==> src/cce_pkg.sv <==
// Shared types, constants and the code translation table for the
// calculator character set expander. No dependencies.
package cce_pkg;

  // Longest escape run and default depth of the front-to-back queue
  localparam int unsigned RUN_MAX     = 7;
  localparam int unsigned QUEUE_DEPTH = 4;

  // Codes from this one up fold to 7 bits, except the line feed escape
  localparam logic [7:0] FOLD_LO_CODE = 8'd130;
  localparam logic [7:0] LF_ESC_CODE  = 8'd138;
  localparam logic [7:0] BSLASH_CODE  = 8'd92;
  localparam logic [7:0] DEL_CODE     = 8'd127;
  localparam logic [7:0] COLON_CODE   = 8'd128;
  localparam logic [7:0] YBAR_CODE    = 8'd129;

  typedef struct packed {
    logic [7:0] char_code;
    logic       text_last;
  } in_item_t;

  typedef struct packed {
    logic [7:0] out_byte;
    logic       run_last;
    logic       text_end;
  } out_item_t;

  // One classified item: byte run, its length (1..7) and the text end mark
  typedef struct packed {
    logic [2:0]         len;
    logic [6:0][7:0]    bytes;
    logic               text_last;
  } run_t;

  // Build a run with bytes[0] sent first
  function automatic run_t mk_run(input logic [2:0] len,
                                  input logic [7:0] b0, input logic [7:0] b1,
                                  input logic [7:0] b2, input logic [7:0] b3,
                                  input logic [7:0] b4, input logic [7:0] b5,
                                  input logic [7:0] b6);
    run_t r;
    r.len       = len;
    r.bytes     = {b6, b5, b4, b3, b2, b1, b0};
    r.text_last = 1'b0;
    return r;
  endfunction

  // Fold codes from FOLD_LO_CODE up (but not the line feed escape), then map the code to its run
  function automatic run_t xlat(input logic [7:0] code);
    logic [7:0] c;
    run_t       r;
    c = code;
    if (code >= FOLD_LO_CODE && code != LF_ESC_CODE) begin
      c = code & 8'h7F;
    end
    case (c)
      8'd0:  r = mk_run(3'd1, 8'hF7, 8'h00, 8'h00, 8'h00, 8'h00, 8'h00, 8'h00);
      8'd1:  r = mk_run(3'd1, 8'hD7, 8'h00, 8'h00, 8'h00, 8'h00, 8'h00, 8'h00);
      8'd2:  r = mk_run(3'd5, "\\", "s", "q", "r", "t", 8'h00, 8'h00);
      8'd3:  r = mk_run(3'd4, "\\", "i", "n", "t", 8'h00, 8'h00, 8'h00);
      8'd4:  r = mk_run(3'd6, "\\", "g", "r", "a", "y", "1", 8'h00);
      8'd5:  r = mk_run(3'd6, "\\", "S", "i", "g", "m", "a", 8'h00);
      8'd6:  r = mk_run(3'd1, ">", 8'h00, 8'h00, 8'h00, 8'h00, 8'h00, 8'h00);
      8'd7:  r = mk_run(3'd3, "\\", "p", "i", 8'h00, 8'h00, 8'h00, 8'h00);
      8'd8:  r = mk_run(3'd1, 8'hBF, 8'h00, 8'h00, 8'h00, 8'h00, 8'h00, 8'h00);
      8'd9:  r = mk_run(3'd2, "<", "=", 8'h00, 8'h00, 8'h00, 8'h00, 8'h00);
      8'd11: r = mk_run(3'd2, ">", "=", 8'h00, 8'h00, 8'h00, 8'h00, 8'h00);
      8'd12: r = mk_run(3'd2, "!", "=", 8'h00, 8'h00, 8'h00, 8'h00, 8'h00);
      8'd13: r = mk_run(3'd2, "\\", "r", 8'h00, 8'h00, 8'h00, 8'h00, 8'h00);
      8'd14: r = mk_run(3'd1, "v", 8'h00, 8'h00, 8'h00, 8'h00, 8'h00, 8'h00);
      8'd15: r = mk_run(3'd2, "-", ">", 8'h00, 8'h00, 8'h00, 8'h00, 8'h00);
      8'd16: r = mk_run(3'd2, "<", "-", 8'h00, 8'h00, 8'h00, 8'h00, 8'h00);
      8'd17: r = mk_run(3'd1, 8'hB5, 8'h00, 8'h00, 8'h00, 8'h00, 8'h00, 8'h00);
      8'd18: r = mk_run(3'd1, 8'hA3, 8'h00, 8'h00, 8'h00, 8'h00, 8'h00, 8'h00);
      8'd19: r = mk_run(3'd1, 8'hB0, 8'h00, 8'h00, 8'h00, 8'h00, 8'h00, 8'h00);
      8'd20: r = mk_run(3'd1, 8'hC5, 8'h00, 8'h00, 8'h00, 8'h00, 8'h00, 8'h00);
      8'd21: r = mk_run(3'd1, 8'hD1, 8'h00, 8'h00, 8'h00, 8'h00, 8'h00, 8'h00);
      8'd22: r = mk_run(3'd1, 8'hC4, 8'h00, 8'h00, 8'h00, 8'h00, 8'h00, 8'h00);
      8'd23: r = mk_run(3'd6, "\\", "a", "n", "g", "l", "e", 8'h00);
      8'd24: r = mk_run(3'd1, "E", 8'h00, 8'h00, 8'h00, 8'h00, 8'h00, 8'h00);
      8'd25: r = mk_run(3'd1, 8'hC6, 8'h00, 8'h00, 8'h00, 8'h00, 8'h00, 8'h00);
      8'd26: r = mk_run(3'd3, ".", ".", ".", 8'h00, 8'h00, 8'h00, 8'h00);
      8'd27: r = mk_run(3'd4, "\\", "e", "s", "c", 8'h00, 8'h00, 8'h00);
      8'd28: r = mk_run(3'd1, 8'hD6, 8'h00, 8'h00, 8'h00, 8'h00, 8'h00, 8'h00);
      8'd29: r = mk_run(3'd1, 8'hDC, 8'h00, 8'h00, 8'h00, 8'h00, 8'h00, 8'h00);
      8'd30: r = mk_run(3'd6, "\\", "g", "r", "a", "y", "2", 8'h00);
      8'd31: r = mk_run(3'd7, "\\", "b", "u", "l", "l", "e", "t");
      BSLASH_CODE: r = mk_run(3'd2, "\\", "\\", 8'h00, 8'h00, 8'h00, 8'h00, 8'h00);
      DEL_CODE:    r = mk_run(3'd2, "|", "-", 8'h00, 8'h00, 8'h00, 8'h00, 8'h00);
      COLON_CODE:  r = mk_run(3'd1, ":", 8'h00, 8'h00, 8'h00, 8'h00, 8'h00, 8'h00);
      YBAR_CODE:   r = mk_run(3'd1, "y", 8'h00, 8'h00, 8'h00, 8'h00, 8'h00, 8'h00);
      LF_ESC_CODE: r = mk_run(3'd3, "\\", "L", "F", 8'h00, 8'h00, 8'h00, 8'h00);
      // Line feed and all other printable codes pass through
      default:     r = mk_run(3'd1, c, 8'h00, 8'h00, 8'h00, 8'h00, 8'h00, 8'h00);
    endcase
    return r;
  endfunction

endpackage

==> src/cce_front.sv <==
// Front end: accepts input beats, folds and classifies each code into a
// byte run. Depends on cce_pkg.
module cce_front
  import cce_pkg::*;
(
  input  logic     in_valid,
  output logic     in_ready,
  input  in_item_t in_item,
  output logic     push,
  output run_t     push_run,
  input  logic     q_full
);

  // Accept whenever the queue has room
  assign in_ready = ~q_full;
  assign push     = in_valid & ~q_full;

  // Translate the code and attach the text end mark
  always_comb begin
    push_run           = xlat(in_item.char_code);
    push_run.text_last = in_item.text_last;
  end

endmodule

==> src/cce_queue.sv <==
// Short queue of classified runs between front and back.
// Depends on cce_pkg.
module cce_queue
  import cce_pkg::*;
#(
  parameter int unsigned Depth = QUEUE_DEPTH
) (
  input  logic clk,
  input  logic rst_n,
  input  logic push,
  input  run_t push_run,
  output logic full,
  output logic nonempty,
  input  logic pop,
  output run_t head_run
);

  localparam int unsigned PtrW = (Depth > 1) ? $clog2(Depth) : 1;
  localparam int unsigned CntW = $clog2(Depth + 1);
  localparam logic [PtrW-1:0] LastPtr = PtrW'(Depth - 1);
  localparam logic [CntW-1:0] FullCnt = CntW'(Depth);

  run_t            slot_r [Depth];
  logic [PtrW-1:0] wr_ptr_r, wr_ptr_nxt;
  logic [PtrW-1:0] rd_ptr_r, rd_ptr_nxt;
  logic [CntW-1:0] count_r, count_nxt;

  assign full     = (count_r == FullCnt);
  assign nonempty = (count_r != '0);
  assign head_run = slot_r[rd_ptr_r];

  // Advance pointers and occupancy
  always_comb begin
    wr_ptr_nxt = wr_ptr_r;
    rd_ptr_nxt = rd_ptr_r;
    count_nxt  = count_r;
    if (push) begin
      wr_ptr_nxt = (wr_ptr_r == LastPtr) ? '0 : PtrW'(wr_ptr_r + 1'b1);
    end
    if (pop) begin
      rd_ptr_nxt = (rd_ptr_r == LastPtr) ? '0 : PtrW'(rd_ptr_r + 1'b1);
    end
    if (push && !pop) begin
      count_nxt = CntW'(count_r + 1'b1);
    end else if (pop && !push) begin
      count_nxt = CntW'(count_r - 1'b1);
    end
  end

  always_ff @(posedge clk) begin
    if (!rst_n) begin
      wr_ptr_r <= '0;
      rd_ptr_r <= '0;
      count_r  <= '0;
    end else begin
      wr_ptr_r <= wr_ptr_nxt;
      rd_ptr_r <= rd_ptr_nxt;
      count_r  <= count_nxt;
    end
  end

  // Store the pushed run
  always_ff @(posedge clk) begin
    if (push) begin
      slot_r[wr_ptr_r] <= push_run;
    end
  end

endmodule

==> src/cce_back.sv <==
// Back end: holds one run and sends its bytes one beat per cycle while out_ready is high.
// Depends on cce_pkg.
module cce_back
  import cce_pkg::*;
(
  input  logic      clk,
  input  logic      rst_n,
  input  logic      q_nonempty,
  input  run_t      head_run,
  output logic      pop,
  output logic      out_valid,
  input  logic      out_ready,
  output out_item_t out_item
);

  run_t       cur_r, cur_nxt;
  logic       busy_r, busy_nxt;
  logic [2:0] idx_r, idx_nxt;
  logic       at_end;
  logic       advance;

  assign at_end  = (idx_r == 3'(cur_r.len - 3'd1));
  assign advance = ~busy_r | (out_ready & at_end);
  assign pop     = advance & q_nonempty;

  // Drive the current byte from the held run
  assign out_valid         = busy_r;
  assign out_item.out_byte = cur_r.bytes[idx_r];
  assign out_item.run_last = at_end;
  assign out_item.text_end = at_end & cur_r.text_last;

  // Load the next run when idle or at the end of this one, else step through it
  always_comb begin
    cur_nxt  = cur_r;
    busy_nxt = busy_r;
    idx_nxt  = idx_r;
    if (advance) begin
      busy_nxt = q_nonempty;
      cur_nxt  = head_run;
      idx_nxt  = '0;
    end else if (out_ready) begin
      idx_nxt = 3'(idx_r + 3'd1);
    end
  end

  always_ff @(posedge clk) begin
    if (!rst_n) begin
      busy_r <= 1'b0;
      idx_r  <= '0;
    end else begin
      busy_r <= busy_nxt;
      idx_r  <= idx_nxt;
    end
  end

  always_ff @(posedge clk) begin
    cur_r <= cur_nxt;
  end

endmodule

==> src/calc_charset_to_ascii_expander.sv <==
// Calculator character set to ASCII/Latin-1 expander, top level.
// An input is stored in a queue slot, then in the back end's run register.
// Takes one input per cycle for single-byte runs while out_ready is high;
// the serializer sends a run byte by byte, with QueueDepth runs buffered.
// Reset (rst_n, synchronous) empties the queue and idles the serializer.
// Depends on cce_pkg, cce_front, cce_queue, cce_back.
module calc_charset_to_ascii_expander
  import cce_pkg::*;
#(
  parameter int unsigned QueueDepth = QUEUE_DEPTH
) (
  input  logic      clk,
  input  logic      rst_n,
  input  logic      in_valid,
  output logic      in_ready,
  input  in_item_t  in_item,
  output logic      out_valid,
  input  logic      out_ready,
  output out_item_t out_item
);

  logic push, pop, q_full, q_nonempty;
  run_t push_run, head_run;

  cce_front u_front (
    .in_valid (in_valid),
    .in_ready (in_ready),
    .in_item  (in_item),
    .push     (push),
    .push_run (push_run),
    .q_full   (q_full)
  );

  cce_queue #(
    .Depth (QueueDepth)
  ) u_queue (
    .clk      (clk),
    .rst_n    (rst_n),
    .push     (push),
    .push_run (push_run),
    .full     (q_full),
    .nonempty (q_nonempty),
    .pop      (pop),
    .head_run (head_run)
  );

  cce_back u_back (
    .clk        (clk),
    .rst_n      (rst_n),
    .q_nonempty (q_nonempty),
    .head_run   (head_run),
    .pop        (pop),
    .out_valid  (out_valid),
    .out_ready  (out_ready),
    .out_item   (out_item)
  );

endmodule
==> config.mk <==
export PLATFORM = sky130hd
export DESIGN_NAME = calc_charset_to_ascii_expander
export DESIGN_NICKNAME = d
export VERILOG_FILES = /design/src/cce_pkg.sv /design/src/cce_front.sv /design/src/cce_queue.sv /design/src/cce_back.sv /design/src/calc_charset_to_ascii_expander.sv
export SDC_FILE = /design/constraint.sdc
export NUM_CORES = 1
export LEC_CHECK = 0
export ABC_AREA = 1
export BUFFER_PORTS_ARGS = -buffer_cell sky130_fd_sc_hd__buf_2
export CAP_MARGIN = 20
export CORE_ASPECT_RATIO = 1.2
export CORE_MARGIN = 2
export CORE_UTILIZATION = 62
export DETAILED_ROUTE_END_ITERATION = 10
export GPL_TIMING_DRIVEN = 1
export PLACE_DENSITY = 0.79
export SYNTH_ARGS = -nofsm -noshare
export SYNTH_HDL_FRONTEND = slang
export SYNTH_SLANG_ARGS = --single-unit
==> constraint.sdc <==
create_clock -name clk -period 5.5 [get_ports clk]
set_input_delay 0.55 -clock clk [delete_from_list [all_inputs] [get_ports clk]]
set_output_delay 0.55 -clock clk [all_outputs]
set_load 0.1 [all_outputs]
==> summary.txt <==
layout cells sized above 1: 0.135
Synth area leader: edfxtp_1
root buf cell: clkbuf_16
Synth-to-Final Area Change: 10.9%
# clock sinks: 216
syn_nets: 879
pre-CTS WS: 2.19 ns
I/O pin count: 25
crit path DAT: 3.75 ns
Max Clock Freq: 296 MHz
top post-synthesis cells by area: edfxtp_1 (64%), nor2_1 (6.0%), o21ai_0 (5.8%)
CP bufs+invs: 3
slowest stage delay, CP: 0.74 ns
pwr dens: 503 nW/um^2
clk_skew: 0.0222 ns
fillers: 1075
Post-CTS Setup Inserts: 0
Hold WC Path Type: primary input to flop
status: finished clean
Ys Warns: 0
# DRC: 0
first-pass GRT wire length: 35400 um
Fin. Hold Viols: 0
Final #Nets: 903
Post-synth ARST share: 0
max_cap viols: 0
max-slew violations: 0
P_leak: 4.12 nW
Final period util: 0.615
drt wl/cell: 20.5 um
post-synthesis sequential area ratio: 0.665
worst skew pair latency: 0.50 ns
Slew @ Worst Pin: 0.912 ns
Worst VDD drop: 0.295 mV
GPL Wtd Cong: 0.938
post-synthesis cell area: 9580 sq um
FP Rows: 49
I/O Buffers: 24
number of synthesized flops with an enable pin: 205
CTS tree: built
Setup TNS: 0 ns
worst setup path start: u_back.idx_r[0]
Core ar.: 15100 sq um
CP Cell Sequence: inv_1 > nand2_1 > a21oi_1 > nand2_1 > o21ai_4 > buf_4 > nand2_1 > ha_1 > inv_1 > fa_1 > a21oi_1 > o21ai_0 > o21ai_0 > a21oi_1
Mapped Cells: 857
WL final: 22600 um
drt pass-1 iters: 5
required time worst endpoint: 5.87 ns
antenna-violating nets left: 0
startpoint types: flop
CTS Buf Count: 22
largest net degree at the start of global routing: 87
die area: 16500 sq um
Max clock buf depth: 3
cts repair resizes: 0
syn avg cell area: 11.2 sq um
initial core utilization: 0.635
total grt overflow: 0
top cell family by delay on the critical path: buffers and inverters
prevailing post-synth register cell: edfxtp_1
GRT Util Overall: 0.277
Final WS setup: 2.12 ns
final setup violation count: 0
initial antenna violation count: 0
area share of the largest cell type after synthesis: 0.642
Hold Path Origin: in_item[0]
via/cell ratio: 6.12
Via Count: 6739
vias in the first global route: 6595
WS Path Type: flop to flop
CP endpoint kind: flop
Ant. Diodes: 0
Initial DRC Count: 801
Hold-fix buffers, CTS: 0
H-tree levels: 1
Detail Placement HPWL: 14600 um
slew margin rel.: 0.392
Commonest cells post-synth: edfxtp_1 (205), nor2_1 (153), o21ai_0 (111)
maximum fanout along the worst path: 46
most frequent cell after synthesis: edfxtp_1
Slowest cell on crit path: dfxtp_1
Yosys cell types: 47
Worst-path clk slew: 0.06 ns
Synth Register Bits: 216
FF-to-FF Start: u_back.idx_r[0]
Die Wd: 117 um
RSZ-0062 raised after global routing: no
DIE HEIGHT: 140 um
Tmin final: 3.38 ns
cell families (layout without fill, tap and decap cells):
group,count (synthesis),in the layout,share of synthesized area
compound gates,187,187,0.111
xor+xnor,2,2,0.00183
fa+ha+maj,9,9,0.0125
buf+inv,96,136,0.0405
flops,216,216,0.665
simple gates,347,347,0.169
area by class of cell:
type / count / area, sq um / area share
Tap cell: 204 / 255 / 0.0240
Clock buffer: 25 / 562 / 0.0528
Multi-Input combinational cell: 545 / 2860 / 0.269
Inverter: 62 / 235 / 0.0221
Timing Repair Buffer: 34 / 215 / 0.0202
Clock inverter: 15 / 125 / 0.0118
Sequential cell: 216 / 6380 / 0.600
routing by layer:
layer,global-route usage,wire length [um],vias up
met4,0.117,774,0
li1,-,-,3104
met2,0.483,11600,312
met1,0.360,8800,3263
met5,0,0,-
met3,0.0273,1410,60
placed cells by master, fill, tap and decap left out, drive strengths merged, types with 18 or more instances in the layout:
master  instances
o22ai          46
edfxtp        205
buf            34
nor2          165
inv            61
o21ai         112
clkbuf         25
a21oi          18
nand2         109
nand3          49
sequential cells by signal (all words and copies together), names as in the netlist:
name and count:
u_queue.slot_r 164, u_back.cur_r 41, u_back.idx_r 3, u_queue.count_r 3
u_back.out_valid 1, u_queue.rd_ptr_r 2, u_queue.wr_ptr_r 2
stage by stage:
step / cell area, sq um / total power, W / hold WS, ns / util / instances
6_report: 10600 / 0.00535 / 0.294 / 0.705 / 1101
5_1_grt: 10600 / 0.00560 / 0.302 / 0.705 / 1101
4_1_cts: 10600 / 0.00535 / 0.280 / 0.703 / 1100
3_5_place_dp: 9920 / 0.00397 / 0.498 / 0.657 / 1060
3_3_place_gp: 9920 / 0.00390 / 0.467 / 0.657 / 1060
2_1_floorplan: 9580 / 0.00351 / 0.451 / - / 857
report_power, final:
group	total, W	internal [W]	switching, W
logic	0.00161	0.000375	0.00124
clock network	0.00139	0.000791	0.000596
registers	0.00235	0.00223	0.000118
total	0.00535	0.00340	0.00195
final timing paths:
kind / depth (start not counted) / to / slack [ns]
max: 14 / u_queue.count_r[2] / 2.12
max reg2reg: 14 / u_queue.count_r[2] / 2.12
min: 1 / u_queue.slot_r[0][0] / 0.29
min reg2reg: 2 / u_queue.count_r[2] / 0.52
Note: power is estimated with default switching activity, not from simulation.
